===== src/rtl/cljs_pkg.sv =====
// shared types, opcode constants and decode helpers for the load / relative jump step
// used by every module of the block; no dependencies
package cljs_pkg;

  localparam logic [15:0] PC_RESET = 16'h0100;
  localparam int          NUM_REGS = 7;
  localparam int          TDATA_IN_W = 24;
  localparam int          TDATA_OUT_W = 80;
  localparam int          QDEPTH = 2;
  localparam int          QPTR_W = $clog2(QDEPTH);
  localparam int          QCNT_W = $clog2(QDEPTH + 1);
  localparam int          CFG_IDX_W = 1;

  // configuration register indexes
  localparam logic [CFG_IDX_W-1:0] CFG_ZERO_FLAG  = 1'd0;
  localparam logic [CFG_IDX_W-1:0] CFG_CARRY_FLAG = 1'd1;

  // opcodes
  localparam logic [7:0] OP_NOP      = 8'h00;
  localparam logic [7:0] OP_JR       = 8'h18;
  localparam logic [7:0] OP_JR_NZ    = 8'h20;
  localparam logic [7:0] OP_JR_Z     = 8'h28;
  localparam logic [7:0] OP_JR_NC    = 8'h30;
  localparam logic [7:0] OP_JR_C     = 8'h38;
  localparam logic [7:0] OP_LD_FIRST = 8'h40;
  localparam logic [7:0] OP_LD_LAST  = 8'h7f;
  localparam logic [4:0] OP_LD_HL_ROW = 5'h0e;   // 0x70..0x77, stores to (hl) and halt

  // register codes inside an opcode
  localparam logic [2:0] CODE_HL_MEM = 3'd6;
  localparam logic [2:0] CODE_A      = 3'd7;

  typedef logic [2:0] slot_t;
  localparam slot_t SLOT_A = 3'd6;

  typedef logic [2:0] kind_t;
  localparam kind_t KIND_BAD  = 3'd0;
  localparam kind_t KIND_NOP  = 3'd1;
  localparam kind_t KIND_JR   = 3'd2;
  localparam kind_t KIND_LD_R = 3'd3;
  localparam kind_t KIND_LD_M = 3'd4;

  typedef logic [2:0] cond_t;
  localparam cond_t COND_ALWAYS = 3'd0;
  localparam cond_t COND_NZ     = 3'd1;
  localparam cond_t COND_Z      = 3'd2;
  localparam cond_t COND_NC     = 3'd3;
  localparam cond_t COND_C      = 3'd4;

  localparam logic [3:0] CYC_NONE = 4'd0;
  localparam logic [3:0] CYC_4    = 4'd4;
  localparam logic [3:0] CYC_8    = 4'd8;
  localparam logic [3:0] CYC_12   = 4'd12;

  // classified instruction handed from front to back
  typedef struct packed {
    kind_t      kind;
    cond_t      cond;
    slot_t      dst;
    slot_t      src;
    logic [7:0] data;   // displacement for jr, memory byte for ld r,(hl)
  } uop_t;

  function automatic slot_t slot_of(input logic [2:0] code);
    slot_t s;
    s = (code == CODE_A) ? SLOT_A : code;
    return s;
  endfunction

endpackage


===== src/rtl/cpu_load_and_relative_jump_step.sv =====
// top level of the load / relative jump step executor
// depends on cljs_pkg, cljs_front, cljs_fifo and cljs_back
//
// Executes one instruction per item: nop, jr e, jr nz/z/nc/c e, ld r,r' and ld r,(hl);
// any other opcode leaves state untouched and is reported as unsupported with a cycle
// count of zero. One item is taken every clock cycle in steady state while the result
// side accepts. An accepted item is classified and queued, then executed from the queue
// head once the result register is free; the result register then holds its result.
// A two-entry queue between the decoder and the execute stage absorbs a stall on the
// result side, so the input keeps flowing until the queue fills. The zero and carry
// flags are written via the configuration port while idle; that rule binds the user.
module cpu_load_and_relative_jump_step (
  input  logic                                 clk,
  input  logic                                 rst,
  input  logic                                 s_tvalid,
  output logic                                 s_tready,
  // opcode [7:0], next_byte [15:8], hl_memory_byte [23:16]
  input  logic [cljs_pkg::TDATA_IN_W-1:0]      s_tdata,
  output logic                                 m_tvalid,
  input  logic                                 m_tready,
  // new_pc [15:0], cycle_count [19:16], reg_a [27:20], reg_b [35:28], reg_c [43:36],
  // reg_d [51:44], reg_e [59:52], reg_h [67:60], reg_l [75:68], zero [79:76]
  output logic [cljs_pkg::TDATA_OUT_W-1:0]     m_tdata,
  // unsupported [0]
  output logic                                 m_tuser,
  input  logic                                 cfg_we,
  input  logic [cljs_pkg::CFG_IDX_W-1:0]       cfg_index,
  input  logic                                 cfg_data
);

  logic           zero_flag;
  logic           carry_flag;
  logic           q_full;
  logic           q_push;
  logic           q_pop;
  logic           q_valid;
  cljs_pkg::uop_t push_uop;
  cljs_pkg::uop_t head_uop;

  always_ff @(posedge clk) begin
    if (rst) begin
      zero_flag  <= 1'b0;
      carry_flag <= 1'b0;
    end else if (cfg_we) begin
      case (cfg_index)
        cljs_pkg::CFG_ZERO_FLAG:  zero_flag  <= cfg_data;
        cljs_pkg::CFG_CARRY_FLAG: carry_flag <= cfg_data;
        default: ;
      endcase
    end
  end

  cljs_front u_front (
    .s_tvalid (s_tvalid),
    .s_tready (s_tready),
    .s_tdata  (s_tdata),
    .q_full   (q_full),
    .q_push   (q_push),
    .q_uop    (push_uop)
  );

  cljs_fifo u_fifo (
    .clk      (clk),
    .rst      (rst),
    .push     (q_push),
    .push_uop (push_uop),
    .full     (q_full),
    .pop      (q_pop),
    .valid    (q_valid),
    .head_uop (head_uop)
  );

  cljs_back u_back (
    .clk        (clk),
    .rst        (rst),
    .zero_flag  (zero_flag),
    .carry_flag (carry_flag),
    .q_valid    (q_valid),
    .q_uop      (head_uop),
    .q_pop      (q_pop),
    .m_tvalid   (m_tvalid),
    .m_tready   (m_tready),
    .m_tdata    (m_tdata),
    .m_tuser    (m_tuser)
  );

endmodule


===== src/rtl/cljs_front.sv =====
// front end: accepts instruction items and classifies them into micro-ops
// depends on cljs_pkg; feeds cljs_fifo
module cljs_front (
  input  logic                             s_tvalid,
  output logic                             s_tready,
  input  logic [cljs_pkg::TDATA_IN_W-1:0]  s_tdata,
  input  logic                             q_full,
  output logic                             q_push,
  output cljs_pkg::uop_t                   q_uop
);

  logic [7:0] opcode;
  logic [7:0] next_byte;
  logic [7:0] hl_memory_byte;

  assign opcode         = s_tdata[7:0];
  assign next_byte      = s_tdata[15:8];
  assign hl_memory_byte = s_tdata[23:16];

  assign s_tready = !q_full;
  assign q_push   = s_tvalid && !q_full;

  always_comb begin
    q_uop      = '0;
    q_uop.kind = cljs_pkg::KIND_BAD;
    q_uop.cond = cljs_pkg::COND_ALWAYS;
    q_uop.dst  = cljs_pkg::slot_of(opcode[5:3]);
    q_uop.src  = cljs_pkg::slot_of(opcode[2:0]);
    q_uop.data = next_byte;
    unique case (opcode) inside
      cljs_pkg::OP_NOP: begin
        q_uop.kind = cljs_pkg::KIND_NOP;
      end
      cljs_pkg::OP_JR: begin
        q_uop.kind = cljs_pkg::KIND_JR;
      end
      cljs_pkg::OP_JR_NZ: begin
        q_uop.kind = cljs_pkg::KIND_JR;
        q_uop.cond = cljs_pkg::COND_NZ;
      end
      cljs_pkg::OP_JR_Z: begin
        q_uop.kind = cljs_pkg::KIND_JR;
        q_uop.cond = cljs_pkg::COND_Z;
      end
      cljs_pkg::OP_JR_NC: begin
        q_uop.kind = cljs_pkg::KIND_JR;
        q_uop.cond = cljs_pkg::COND_NC;
      end
      cljs_pkg::OP_JR_C: begin
        q_uop.kind = cljs_pkg::KIND_JR;
        q_uop.cond = cljs_pkg::COND_C;
      end
      [cljs_pkg::OP_LD_FIRST:cljs_pkg::OP_LD_LAST]: begin
        if (opcode[7:3] == cljs_pkg::OP_LD_HL_ROW) begin
          q_uop.kind = cljs_pkg::KIND_BAD;
        end else if (opcode[2:0] == cljs_pkg::CODE_HL_MEM) begin
          q_uop.kind = cljs_pkg::KIND_LD_M;
          q_uop.data = hl_memory_byte;
        end else begin
          q_uop.kind = cljs_pkg::KIND_LD_R;
        end
      end
      default: begin
        q_uop.kind = cljs_pkg::KIND_BAD;
      end
    endcase
  end

endmodule


===== src/rtl/cljs_fifo.sv =====
// short micro-op queue between front and back
// depends on cljs_pkg for the queue depth and the micro-op type
module cljs_fifo (
  input  logic           clk,
  input  logic           rst,
  input  logic           push,
  input  cljs_pkg::uop_t push_uop,
  output logic           full,
  input  logic           pop,
  output logic           valid,
  output cljs_pkg::uop_t head_uop
);

  cljs_pkg::uop_t                 slots [cljs_pkg::QDEPTH];
  logic [cljs_pkg::QPTR_W-1:0]    wr_ptr;
  logic [cljs_pkg::QPTR_W-1:0]    rd_ptr;
  logic [cljs_pkg::QCNT_W-1:0]    count;

  assign full     = (count == cljs_pkg::QCNT_W'(cljs_pkg::QDEPTH));
  assign valid    = (count != '0);
  assign head_uop = slots[rd_ptr];

  always_ff @(posedge clk) begin
    if (push) begin
      slots[wr_ptr] <= push_uop;
    end
  end

  always_ff @(posedge clk) begin
    if (rst) begin
      wr_ptr <= '0;
      rd_ptr <= '0;
      count  <= '0;
    end else begin
      if (push) begin
        wr_ptr <= (wr_ptr == cljs_pkg::QPTR_W'(cljs_pkg::QDEPTH - 1)) ? '0 :
                  wr_ptr + cljs_pkg::QPTR_W'(1);
      end
      if (pop) begin
        rd_ptr <= (rd_ptr == cljs_pkg::QPTR_W'(cljs_pkg::QDEPTH - 1)) ? '0 :
                  rd_ptr + cljs_pkg::QPTR_W'(1);
      end
      case ({push, pop})
        2'b10:   count <= count + cljs_pkg::QCNT_W'(1);
        2'b01:   count <= count - cljs_pkg::QCNT_W'(1);
        default: count <= count;
      endcase
    end
  end

endmodule


===== src/rtl/cljs_back.sv =====
// back end: executes micro-ops against the register file and program counter
// depends on cljs_pkg; drains cljs_fifo and drives the result register
module cljs_back (
  input  logic                              clk,
  input  logic                              rst,
  input  logic                              zero_flag,
  input  logic                              carry_flag,
  input  logic                              q_valid,
  input  cljs_pkg::uop_t                    q_uop,
  output logic                              q_pop,
  output logic                              m_tvalid,
  input  logic                              m_tready,
  output logic [cljs_pkg::TDATA_OUT_W-1:0]  m_tdata,
  output logic                              m_tuser
);

  logic [7:0]  regs [cljs_pkg::NUM_REGS];
  logic [7:0]  regs_next [cljs_pkg::NUM_REGS];
  logic [15:0] pc;
  logic [15:0] pc_next;
  logic [3:0]  cycles_next;
  logic        bad_next;
  logic        taken;
  logic        exec;

  logic [7:0]  out_regs [cljs_pkg::NUM_REGS];
  logic [15:0] out_pc;
  logic [3:0]  out_cycles;
  logic        out_bad;

  // result register frees up when empty or being taken this cycle
  assign exec  = q_valid && (!m_tvalid || m_tready);
  assign q_pop = exec;

  always_comb begin
    unique case (q_uop.cond)
      cljs_pkg::COND_NZ: taken = !zero_flag;
      cljs_pkg::COND_Z:  taken = zero_flag;
      cljs_pkg::COND_NC: taken = !carry_flag;
      cljs_pkg::COND_C:  taken = carry_flag;
      default:           taken = 1'b1;
    endcase
  end

  always_comb begin
    for (int i = 0; i < cljs_pkg::NUM_REGS; i++) begin
      regs_next[i] = regs[i];
    end
    pc_next     = pc;
    cycles_next = cljs_pkg::CYC_NONE;
    bad_next    = 1'b0;
    unique case (q_uop.kind)
      cljs_pkg::KIND_NOP: begin
        pc_next     = pc + 16'd1;
        cycles_next = cljs_pkg::CYC_4;
      end
      cljs_pkg::KIND_JR: begin
        if (taken) begin
          // sign-extended displacement, wraps modulo 2^16
          pc_next     = pc + 16'd2 + {{8{q_uop.data[7]}}, q_uop.data};
          cycles_next = cljs_pkg::CYC_12;
        end else begin
          pc_next     = pc + 16'd2;
          cycles_next = cljs_pkg::CYC_8;
        end
      end
      cljs_pkg::KIND_LD_R: begin
        regs_next[q_uop.dst] = regs[q_uop.src];
        pc_next              = pc + 16'd1;
        cycles_next          = cljs_pkg::CYC_4;
      end
      cljs_pkg::KIND_LD_M: begin
        regs_next[q_uop.dst] = q_uop.data;
        pc_next              = pc + 16'd1;
        cycles_next          = cljs_pkg::CYC_8;
      end
      default: begin
        bad_next = 1'b1;
      end
    endcase
  end

  always_ff @(posedge clk) begin
    if (rst) begin
      pc       <= cljs_pkg::PC_RESET;
      m_tvalid <= 1'b0;
      for (int i = 0; i < cljs_pkg::NUM_REGS; i++) begin
        regs[i] <= 8'd0;
      end
    end else begin
      if (exec) begin
        pc <= pc_next;
        for (int i = 0; i < cljs_pkg::NUM_REGS; i++) begin
          regs[i] <= regs_next[i];
        end
        m_tvalid <= 1'b1;
      end else if (m_tready) begin
        m_tvalid <= 1'b0;
      end
    end
  end

  always_ff @(posedge clk) begin
    if (exec) begin
      out_pc     <= pc_next;
      out_cycles <= cycles_next;
      out_bad    <= bad_next;
      for (int i = 0; i < cljs_pkg::NUM_REGS; i++) begin
        out_regs[i] <= regs_next[i];
      end
    end
  end

  assign m_tdata = {4'd0, out_regs[5], out_regs[4], out_regs[3], out_regs[2], out_regs[1],
                    out_regs[0], out_regs[cljs_pkg::SLOT_A], out_cycles, out_pc};
  assign m_tuser = out_bad;

  a_pc_reset: assert property (@(posedge clk) rst |=> pc == cljs_pkg::PC_RESET)
    else $error("pc not at reset value after reset");

  a_bad_no_cycles: assert property (@(posedge clk) disable iff (rst)
    m_tvalid |-> (out_bad == (out_cycles == cljs_pkg::CYC_NONE)))
    else $error("unsupported flag and cycle count disagree");

  a_bad_holds_pc: assert property (@(posedge clk) disable iff (rst)
    (exec && q_uop.kind == cljs_pkg::KIND_BAD) |=> pc == $past(pc))
    else $error("unsupported opcode moved the pc");

  a_result_pc: assert property (@(posedge clk) disable iff (rst)
    $past(exec) |-> out_pc == pc)
    else $error("reported pc differs from architectural pc");

endmodule


===== config.mk =====
export PLATFORM = sky130hd
export DESIGN_NAME = cpu_load_and_relative_jump_step
export DESIGN_NICKNAME = d
export VERILOG_FILES = /design/src/rtl/cljs_pkg.sv /design/src/rtl/cpu_load_and_relative_jump_step.sv /design/src/rtl/cljs_front.sv /design/src/rtl/cljs_fifo.sv /design/src/rtl/cljs_back.sv
export SDC_FILE = /design/constraint.sdc
export NUM_CORES = 1
export LEC_CHECK = 0
export BUFFER_PORTS_ARGS = -buffer_cell sky130_fd_sc_hd__buf_2
export CAP_MARGIN = 10
export CORE_ASPECT_RATIO = 0.8
export CORE_MARGIN = 4
export CORE_UTILIZATION = 41
export CTS_CLUSTER_DIAMETER = 150
export DETAILED_ROUTE_END_ITERATION = 8
export PLACE_DENSITY = 0.65
export SLEW_MARGIN = 5
export SYNTH_ARGS = -nofsm -noshare
export SYNTH_HDL_FRONTEND = slang
export SYNTH_SLANG_ARGS = --single-unit

===== constraint.sdc =====
create_clock -name clk -period 12.3 [get_ports clk]
set_input_delay 1.23 -clock clk [delete_from_list [all_inputs] [get_ports clk]]
set_output_delay 1.23 -clock clk [all_outputs]
set_load 0.02 [all_outputs]

Word level (Yosys, flattened, before mapping)
Memories as Yosys holds them, arrays and structs flattened. A register that Yosys moved wholly into a read port is not among the register bits.
Index checks and enable logic that the tools add are counted.
- add/sub/neg operators: 7
- order comparisons: 4
- equality and inequality tests: 20
- multiplexer cells: 42
- bitwise logic cells: 9
- reduce and logical (&&, ||, !) cells: 19
- operators with widths (kind ; count):
    $bwmux W56 ; 2
    $pmux W56 S2 ; 1
    $mux W8 ; 11
    $eq A8 B6 Y1 const B ; 4
    $pmux W16 S2 ; 1
    $demux W8 S3 ; 1
    $add A16 B1 Y16 const B ; 1
    $add A16 B16 Y16 ; 1
    $add A16 B2 Y16 const B ; 1
    $mux W16 ; 1
    $eq A3 B3 Y1 const B ; 5
    $mux W1 ; 15
    $mux W3 ; 5
    $eq A3 B2 Y1 const B ; 4
    $pmux W3 S4 ; 1
    $pmux W4 S3 ; 1
    $pmux W3 S3 ; 1
    $eq A8 B5 Y1 const B ; 1
    $ge A8 B7 Y1 const B ; 1
    $le A8 B7 Y1 const B ; 1
    $logic_not A8 Y1 ; 1
    $or A1 B1 Y1 ; 7
    $eq A3 B1 Y1 const B ; 2
    $reduce_bool A2 Y1 ; 3
    20 further kinds ; 29
- bits in registers: 44
- bits in writable memories: 152
- logic and storage cells: 114
- memories kept: 3
- memories (name ; depth ; width ; read ports ; clocked after memory_dff ; write ports ; RTL line ; text):
    u_back.out_regs ; 7 ; 8 ; 7 ; 0 ; 7 ; cljs_back.sv:26 ; logic [7:0] out_regs [cljs_pkg::NUM_REGS];
    u_back.regs ; 7 ; 8 ; 8 ; 0 ; 7 ; cljs_back.sv:17 ; logic [7:0] regs [cljs_pkg::NUM_REGS];
    u_fifo.slots ; 2 ; 20 ; 1 ; 1 ; 1 ; cljs_fifo.sv:14 ; cljs_pkg::uop_t slots [cljs_pkg::QDEPTH];

Logic depth before layout (Yosys ltp)
Gate-level depths: netlist of run 1.
- depth after elaboration: 8
- depth in mapped cells: 14
- mapped depth without buffers: 12

Cells and area by module
A second synthesis of run 1 with hierarchy kept.
- cells, all modules: 872
- area total of the unflattened synthesis: 10110.9 µm²
- by module, submodules not included (module ; times used ; cells each ; area an instance (µm²) ; seq. area each (µm²)):
    cljs_back ; 1 ; 742 ; 8097.8 ; 4274.1
    cljs_fifo ; 1 ; 84 ; 1644.1 ; 1301.2
    cljs_front ; 1 ; 37 ; 276.5 ; 0.0
    cpu_load_and_relative_jump_step ; 1 ; 9 ; 92.6 ; 40.0

Least setup slack after synthesis of run 1
OpenSTA, ideal clock, no wires.
- path kind: input to register
- start: input m_tready
- end: register u_fifo.count[1] (netlist name)
- setup time: 71 ps
- arrival time: 4926 ps
- slack: 7304 ps
- stages: 7
- buffers on the path: 1
- cell sequence: nand2b_1 > o21ai_0 > clkinv_1 > buf_1 > ha_1 > or3_1 > a21oi_1
- longest elaborated chain between the ends: 4
- elaborated cells between the ends (all ways): 6
- those cells by class: eq/ne (2); mux (1); reduce/logical (3)
- RTL lines (item ; RTL line ; text):
    start, declared ; cpu_load_and_relative_jump_step.sv:20 ; input logic m_tready,
    $logic_or A1 B1 Y1 (*) ; cljs_back.sv:32 ; assign exec = q_valid && (!m_tvalid || m_tready);
    $logic_and A1 B1 Y1 (*) ; cljs_back.sv:32 ;
    via q_pop ; cpu_load_and_relative_jump_step.sv:35 ; logic q_pop;
    $eq A2 B1 Y1 / $eq A2 B2 Y1 (equally long branches) ; cljs_fifo.sv:43 ; case ({push, pop})
    $pmux W2 S2 / $reduce_bool A2 Y1 (equally long branches) ; -- ;
    end signal, assigned ; cljs_fifo.sv:44 ; 2'b10: count <= count + cljs_pkg::QCNT_W'(1);
    end signal, assigned ; cljs_fifo.sv:45 ; 2'b01: count <= count - cljs_pkg::QCNT_W'(1);
    end signal, assigned ; cljs_fifo.sv:46 ; default: count <= count;
    end, declared ; cljs_fifo.sv:17 ; logic [cljs_pkg::QCNT_W-1:0] count;
Mark *: on every way through the listed nets, which the timed path passes. The rest lies on a longest branch.
A chain may end at the register's enable or synchronous reset.

==> results of run 1 <==
[cell families (layout without fill, tap and decap cells)]
kind of cell	Yosys count	after routing	synth area share (%)
xor+xnor	33	33	2.78
buf+inv	71	163	3.19
fa+ha+maj	21	21	2.60
simple gates	363	363	17.3
flops	195	195	53.9
mux	28	28	2.90
other cells	1	6	0.0360
compound gates	246	246	17.2
[metal layers]
| metal | share of wire [%] | global-route usage, % | vias to the layer above |
|---|---|---|---|
| met5 | 0 | 0 | - |
| met4 | 1.3 | 5.17 | 0 |
| met3 | 9.0 | 3.84 | 28 |
| met2 | 42 | 27.1 | 365 |
| met1 | 48 | 31.7 | 3874 |
| li1 | - | - | 3761 |
[final timing paths]
path	start	endpoint	slack, ns	depth (start not counted)
max reg2reg	flip-flop	u_back.out_regs[4][0]	8.42	8
max	flip-flop	u_back.out_regs[4][0]	8.42	8
min	carry_flag	carry_flag	0.51	2
min reg2reg	carry_flag	carry_flag	0.51	2
[through the flow]
| step | hold slack [ns] | instances |
|---|---|---|
| 2_1_floorplan | 0.463 | 963 |
| 3_3_place_gp | 0.488 | 1341 |
| 3_5_place_dp | 0.493 | 1341 |
| 4_1_cts | 0.505 | 1373 |
| 5_1_grt | 0.555 | 1373 |
| 6_report | 0.505 | 1373 |
[worst max-delay path: cells and delay by family (launching register included)]
family / cells / cell delay, ns
flops: 1 / 0.69
buf+inv: 1 / 0.54
simple gates: 1 / 0.16
compound gates: 5 / 1.57
mux: 1 / 0.56
[flip-flops by register name, indices dropped and copies added, names as in the netlist, named ones only]
signal,flops
u_back.pc,16
u_back.out_cycles,2
carry_flag,1
u_fifo.wr_ptr,1
u_back.m_tuser,1
u_back.regs,56
u_back.out_regs,56
u_fifo.rd_ptr,1
u_fifo.count,2
u_fifo.slots,40
u_back.out_pc,16
zero_flag,1
u_back.m_tvalid,1
[layout by cell type (no fill, tap or decap), types with 17 or more instances in the layout]
cell type and instances:
a21oi_1 30, a22o_1 38, and2_1 53, buf_2 107, clkbuf_16 18, dfxtp_1 23, edfxtp_1 171, ha_1 20
nand2_1 111, nand3_1 31, nor2_1 68, nor3_1 19, o211ai_1 27, o21ai_0 47, xor2_1 17
[final cells by class]
class                      instances  area (sq um)  area share (%)
multi-input combinational        697          4480            38.3
clock inverter                     7          47.5           0.406
tap                              318           398            3.39
clock buffer                      25           507            4.32
sequential                       195          5620            47.9
timing repair buffer             118           618            5.27
inverter                          13          50.0           0.427
[power breakdown]
group          internal (mW)  switching (mW)
Sequential              1.05           0.154
Combinational          0.458           0.884
Clock                  0.288           0.243
Total                   1.80            1.28
==> summary.txt, run 1 <==
Synth
  • Synth Cell Area: 10,400 sq um
  • Number of synthesized flops with an enable pin: 171
  • Synthesized flop and latch total: 195
  • Post-synth top flop: edfxtp_1
  • Yosys top cell by area: edfxtp_1
  • Synth top cells by count: edfxtp_1 (171), nand2_1 (111), nor2_1 (69), and2_1 (53), o21ai_0 (47)
  • Synth area leaders: edfxtp_1 (49%), dfxtp_1 (4.6%), nand2_1 (4.0%)
  • YS warnings: 0
  • Post-Syn Area per Cell: 10.9 sq um
  • Register area share after synthesis: 53.9%
  • Unique masters post-synth: 67
  • Gate Count Post-Synth: 958
  • FFs w/ async S/R, synth: 0%
  • Most frequent cell after synthesis: edfxtp_1
  • Share of the synthesized area in the top cell type: 49.3%

Clocking
  • Num CTS Buffers: 17
  • Post-CTS setup buffers: 0
  • CTS tree: built
  • Worst-skew pair later-pin latency: 0.44 ns
  • H-tree depth: 4
  • Worst-path clk slew: 0.07 ns
  • Cts-stage hold buffer count: 0
  • Clock Tree Root: clkbuf_16
  • Sink Count: 195
  • Clock Path Buffers: 2
  • CTS resizes: 0

Route
  • Routed wire length: 27,500 um
  • Routed vias: 8,028
  • Post-route DRC: 0
  • 1st-pass router iterations: 5
  • Wire per inst: 20.0 um
  • Drt via density: 5.85
  • Drt first-iter violations: 1,087
  • ANT nets after route: 0

Global route
  • Initial antenna violation count: 0
  • Total GRT Usage: 19.8%
  • Total gr overflow: 0
  • Largest net degree at the start of global routing: 58
  • First-pass GRT wire length: 42,600 um
  • Vias in the first global route: 7,435

Placed design
  • I/O Buffers: 107
  • Pre-CTS setup slack: 8.52 ns
  • Dpl cell area: 11,200 sq um
  • Final GP Congestion: 0.866
  • DP HPWL: 19,100 um

STA
  • Final Hold Viols: 0
  • Max Freq: 258 MHz
  • Slew @ Worst Pin: 1.09 ns
  • Post-route setup TNS: 0 ns
  • Final setup viols: 0
  • Setup ws final: 8.42 ns
  • Max Slew Vio Count: 0
  • Clock Skews: 0.0146 ns
  • Min Clock Period, post-route: 3.88 ns
  • RSZ-0062 raised after global routing: no
  • Final critical-path share of the clock period: 31.5%
  • Worst slew margin: 27.0%

Setup path
  • Cell Chain, Critical Path: buf_4 -> mux2_2 -> nor2_1 -> a211oi_1 -> o21ai_0 -> a21oi_1 -> a21oi_1 -> o21ai_0
  • Crit-path slowest cell: a21oi_1
  • CP max FO: 51
  • Slowest stage delay, CP: 0.84 ns
  • Crit start category: flip-flop
  • WP data arrival: 3.98 ns
  • Worst setup EP type: flip-flop
  • Worst EP required: 12.40 ns
  • Critical path class: flip-flop to flip-flop

Floorplanning
  • I/O pins: 114
  • Die area: 28,000 sq um
  • Initial core utilization: 42.3%
  • Chip width: 186 um
  • Cell Rows: 51
  • Die Ht: 151 um
  • Core area: 24,600 sq um

Run status
  • Status: completed

Final layout
  • Inserted Diodes: 0
  • Filler cells: 2,272
  • Nets: 1,094
  • Area growth syn-to-layout: 12.6%
  • Fin util: 47.6%
  • Layout cell share with drive strength beyond 1: 16.2%
  • Design area: 11,700 sq um

Pwr
  • Max VDD drop: 0.123 mV
  • Tot Pwr: 3.08 mW
  • PD cells: 263 nW/um^2
  • P_leak: 4.53 nW

Run
  • Total of max-cap violations: 0

Hold path
  • Hold WC Path Type: flip-flop to flip-flop
Power figures use the tool's default switching activity.
==> inputs of run 2 (changes only) <==
Clock period 12.3 ns to 3.75 ns, I/O delays scaled along.
==> run 2 against run 1 <==
Against the previous run:
- critical path depth rose by 2
- largest cell class unchanged
- fmax is 8.7% higher
- largest power group unchanged
- flip-flop and latch count did not move
- clock skew grew 0.011 ns
- critical path type unchanged
- sequential share of layout area down 0.83 points
==> summary.txt, run 2 (synthesis results as in run 1) <==
Run status
  • Status: completed

Clocking
  • CTS tree: built
  • Sink Count: 195
  • Clock Path Buffers: 2
  • H-tree depth: 4
  • Worst-skew pair later-pin latency: 0.45 ns
  • Worst-path clk slew: 0.08 ns
  • Post-CTS setup buffers: 0
  • Clock Tree Root: clkbuf_16
  • Num CTS Buffers: 17

Floorplanning
  • Core area: 24,600 sq um
  • I/O pins: 114
  • Chip width: 186 um
  • Die Ht: 151 um
  • Initial core utilization: 42.3%
  • Cell Rows: 51
  • Die area: 28,000 sq um

Placed design
  • Final GP Congestion: 0.890
  • DP HPWL: 19,800 um
  • I/O Buffers: 107
  • Dpl cell area: 11,300 sq um

STA
  • Final setup viols: 0
  • Post-route setup TNS: 0 ns
  • Clock Skews: 0.0258 ns
  • Slew @ Worst Pin: 1.11 ns
  • Max Freq: 280 MHz
  • Final critical-path share of the clock period: 95.2%
  • Max Slew Vio Count: 0
  • Min Clock Period, post-route: 3.57 ns
  • Final Hold Viols: 0
  • RSZ-0062 raised after global routing: no
  • Worst slew margin: 26.2%

Global route
  • Initial antenna violation count: 0
  • Largest net degree at the start of global routing: 55
  • Vias in the first global route: 7,594
  • First-pass GRT wire length: 43,400 um
  • Total gr overflow: 0
  • Total GRT Usage: 20.0%

Hold path
  • Hold depth: 1
  • Hold WC Path Type: primary input to flip-flop

Route
  • Routed vias: 8,128
  • Post-route DRC: 0
  • Routed wire length: 27,800 um
  • 1st-pass router iterations: 5
  • ANT nets after route: 0
  • Drt first-iter violations: 1,092
  • Wire per inst: 20.0 um
  • Drt via density: 5.85

Setup path
  • Worst EP required: 4.09 ns
  • Crit-path slowest cell: dfxtp_2
  • Critical path class: flip-flop to flip-flop
  • Worst reg2reg path depth: 10
  • Worst setup EP type: flip-flop
  • CP max FO: 15
  • Cell Chain, Critical Path: mux2_2 -> ha_1 -> fa_1 -> a21o_1 -> a221oi_2 -> o21ai_0 -> a311oi_1 -> nor2_1 -> a221o_1 -> o21a_1
  • Slowest stage delay, CP: 0.53 ns
  • Crit start category: flip-flop
  • WP data arrival: 3.91 ns

Final layout
  • Area growth syn-to-layout: 14.6%
  • Nets: 1,110
  • Design area: 11,900 sq um
  • Inserted Diodes: 0
  • Regs by FF count: u_back.out_regs x56, u_back.regs x56, u_fifo.slots x40
  • Most frequent cells in the layout: edfxtp_1 (171), nand2_1 (111), buf_2 (107)
  • Layout cell share with drive strength beyond 1: 17.9%
  • Area taken by multi-input logic gates: 4490 sq um
  • Most common cell after layout, fill and taps aside: edfxtp_1
  • Reg area: 5620 sq um
  • Filler cells: 2,289

Pwr
  • P_leak: 4.64 nW
  • PD cells: 867 nW/um^2
  • Max VDD drop: 0.443 mV

Run
  • Total of max-cap violations: 0
run 2: repair_timing:
item | 4_1_cts | 5_1_grt
gates resized for setup | 0 | 1
endpoints found under the setup margin | 0 | 5
hold buffers | 0 | 0
run 2: power by group:
group	switching, mW	internal [mW]
clock	0.960	0.911
combinational	2.98	1.60
sequential	0.455	3.44
total	4.39	5.95
run 2: metal layers:
layer	up-vias	routed length (um)	part of all wire, %	global-route usage, %
met2	350	11500	41	27.8
li1	3784	-	-	-
met1	3960	13500	49	30.8
met3	34	2370	8.5	5.63
met4	0	364	1.3	4.52
met5	-	0	0	0
run 2: layout make-up:
class                      count  area share [%]
inverter                      13           0.420
tap                          318            3.34
multi-input combinational    697            37.6
clock buffer                  17            3.57
clock inverter                15            1.54
sequential                   195            47.1
timing repair buffer         134            6.40
run 2: worst paths after layout:
path | start | to | slack, ns
hold / removal | s_tdata[1] | u_fifo.slots[0][9] | 0.16
setup reg to reg | flip-flop | u_back.pc[10] | 0.18
hold reg to reg | u_fifo.count[1] | u_fifo.count[1] | 0.53
setup / recovery | flip-flop | u_back.pc[10] | 0.18
run 2: metrics by stage:
stage,cells,worst slack (ns),power [mW],util [%],hold WS (ns)
after floorplan,963,0.0393,7.03,-,0.463
after global placement,1357,0.107,8.39,45.9,0.497
after detailed placement,1357,0.0173,8.45,45.9,0.498
after CTS,1389,0.00789,10.4,48.4,0.152
after global routing,1389,0.0479,11.0,48.4,0.153
final,1389,0.181,10.3,48.4,0.162
run 2: critical path, delay by kind of cell (launching register included):
kind	cells	cell delay [ns]
compound gates	6	1.78
fa+ha+maj	2	0.63
flops	1	0.53
mux	1	0.42
simple gates	1	0.09
==> inputs of run 3 (changes only) <==
Settings changed: RECOVER_POWER set to 50.
==> run 3 against run 2 <==
Against the previous run:
- sequential power about the same
- register-to-register slack improved by 0.03 ns
- fmax grew 0.79%
- flip-flop and latch count is the same
- clock power hardly changed
- clock-buffer cell count did not move
- cell count did not move
- total power shrank 0.96%
- via count rose by 1.1%
- die area did not move
- largest power group unchanged
==> summary.txt, run 3 (synthesis results as in run 1) <==
Placed design
  • Pre-CTS setup slack: 0.0173 ns
  • DP HPWL: 19,800 um
  • Final GP Congestion: 0.890
  • Dpl cell area: 11,300 sq um
  • I/O Buffers: 107
  • Post-placement cell count: 1,357

Clocking
  • CTS tree: built
  • Worst-path clk slew: 0.08 ns
  • H-tree depth: 4
  • Sink Count: 195
  • Post-CTS setup buffers: 0
  • Worst-skew pair later-pin latency: 0.45 ns
  • Cts-stage hold buffer count: 0
  • Num CTS Buffers: 17
  • CTS resizes: 0
  • Clock Path Buffers: 2
  • Clock Tree Root: clkbuf_16

Floorplanning
  • Die area: 28,000 sq um
  • Initial core utilization: 42.3%
  • I/O pins: 114
  • Cell Rows: 51
  • Core area: 24,600 sq um
  • Chip width: 186 um
  • Die Ht: 151 um

STA
  • Final critical-path share of the clock period: 94.4%
  • Worst slew margin: 21.7%
  • Final setup viols: 0
  • Post-route setup TNS: 0 ns
  • Max Freq: 282 MHz
  • Setup ws final: 0.209 ns
  • Max Slew Vio Count: 0
  • Min Clock Period, post-route: 3.54 ns
  • Final Hold Viols: 0
  • RSZ-0062 raised after global routing: no
  • Slew @ Worst Pin: 1.17 ns
  • Clock Skews: 0.0219 ns

Setup path
  • Worst flop-to-flop path endpoint: u_back.pc[10]
  • Slowest stage delay, CP: 0.53 ns
  • Worst reg2reg path depth: 10
  • Cell Chain, Critical Path: mux2_2 -> ha_1 -> fa_1 -> a21o_1 -> a221oi_2 -> o21ai_0 -> a311oi_1 -> nor2_1 -> a221o_1 -> o21a_1
  • Crit-path slowest cell: dfxtp_2
  • WP data arrival: 3.88 ns
  • Critical path class: flip-flop to flip-flop
  • Flop2flop setup slack: 0.21 ns
  • Worst setup EP type: flip-flop
  • CP max FO: 15
  • Crit start category: flip-flop
  • Worst EP required: 4.09 ns

Pwr
  • Switching share of total power: 42.9%
  • Psw: 4.40 mW
  • Tot Pwr: 10.2 mW
  • Reg power frac: 38.3%
  • Int Power: 5.84 mW
  • Max VDD drop: 0.444 mV
  • Gate power share: 43.5%
  • Clk network pwr share: 18.2%
  • P_leak: 4.37 nW
  • PD cells: 868 nW/um^2

Route
  • Drt via density: 5.92
  • ANT nets after route: 0
  • Routed wire length: 27,800 um
  • Post-route DRC: 0
  • 1st-pass router iterations: 6
  • Routed vias: 8,217
  • Drt first-iter violations: 964
  • Wire per inst: 20.0 um

Final layout
  • Area growth syn-to-layout: 13.4%
  • Post-route insts no fill: 1,389
  • Regs by FF count: u_back.out_regs x56, u_back.regs x56, u_fifo.slots x40
  • Nets: 1,110
  • Design area: 11,800 sq um
  • Inserted Diodes: 0
  • Most frequent cells in the layout: edfxtp_1 (171), nand2_1 (111), clkbuf_1 (87)
  • Most common cell after layout, fill and taps aside: edfxtp_1
  • Layout cell share with drive strength beyond 1: 9.80%

Global route
  • Vias in the first global route: 7,594
  • Largest net degree at the start of global routing: 55
  • Met2 GRT Util: 27.8%
  • First-pass GRT wire length: 43,400 um
  • Busiest grt layer: met1
  • Initial antenna violation count: 0
  • Met3 Use GR: 5.63%
  • Total gr overflow: 0
  • Total GRT Usage: 20.0%
  • GR Util met1: 30.8%

Hold path
  • Hold depth: 3
  • Startpoint of the worst hold path: cfg_data
  • Worst Hold End: zero_flag
  • Hold WC Path Type: primary input to flip-flop

Run status
  • Status: completed

Run
  • Total of max-cap violations: 0
## run 3: cell types whose count changed in the layout (fill, tap and decap cells not counted), sizes merged
cell,delta
clkbuf,+88
clkinv,-1
buf,-88
clkinvlp,+1
## run 3: worst max path at each step
stage / slack [ns] / to / cells past startpoint / startpoint
after detailed placement: 0.02 / u_back.pc[10] / 10 / flip-flop
after global routing: 0.05 / u_back.pc[10] / 10 / flip-flop
after CTS: 0.008 / u_back.pc[10] / 10 / flip-flop
after global placement: 0.11 / u_back.pc[10] / 10 / flip-flop
after floorplan: 0.04 / u_back.pc[10] / 14 / flip-flop
final: 0.21 / u_back.pc[10] / 10 / flip-flop
## run 3: layout make-up
| class | instances | area [sq um] |
|---|---|---|
| Fill cell | 2318 | 12800 |
| Multi-Input combinational cell | 697 | 4490 |
| Tap cell | 318 | 398 |
| Inverter | 13 | 50.0 |
| Sequential cell | 195 | 5620 |
| Timing Repair Buffer | 134 | 639 |
| Clock buffer | 17 | 425 |
| Clock inverter | 15 | 184 |
## run 3: power by group through the flow
stage | Sequential (mW) | Combinational (mW) | Clock [mW]
global route | 4.01 | 4.88 | 2.02
CTS | 3.90 | 4.55 | 1.91
floorplan | 4.28 | 2.75 | 0
global placement | 3.92 | 4.47 | 0
finish | 3.92 | 4.45 | 1.87
detailed placement | 3.93 | 4.52 | 0
## run 3: critical path, delay by kind of cell (launching register included)
kind                     cells  cell delay (ns)
AND/OR/NAND/NOR              1             0.09
flip-flops                   1             0.53
adder cells (fa/ha/maj)      2             0.63
AO/OA/AOI/OAI                6             1.76
multiplexers                 1             0.42
## run 3: routing by layer
metal  up-vias  share of wire [%]
li1       3792                  -
met1      4030                 49
met3        34                8.7
met5         -                  0
met4         0                1.3
met2       361                 41
## run 3: through the flow
stage,hold slack (ns),utilization (%)
global route,0.203,47.9
detailed placement,0.498,45.9
CTS,0.152,48.4
global placement,0.497,45.9
finish,0.172,47.9
floorplan,0.463,-
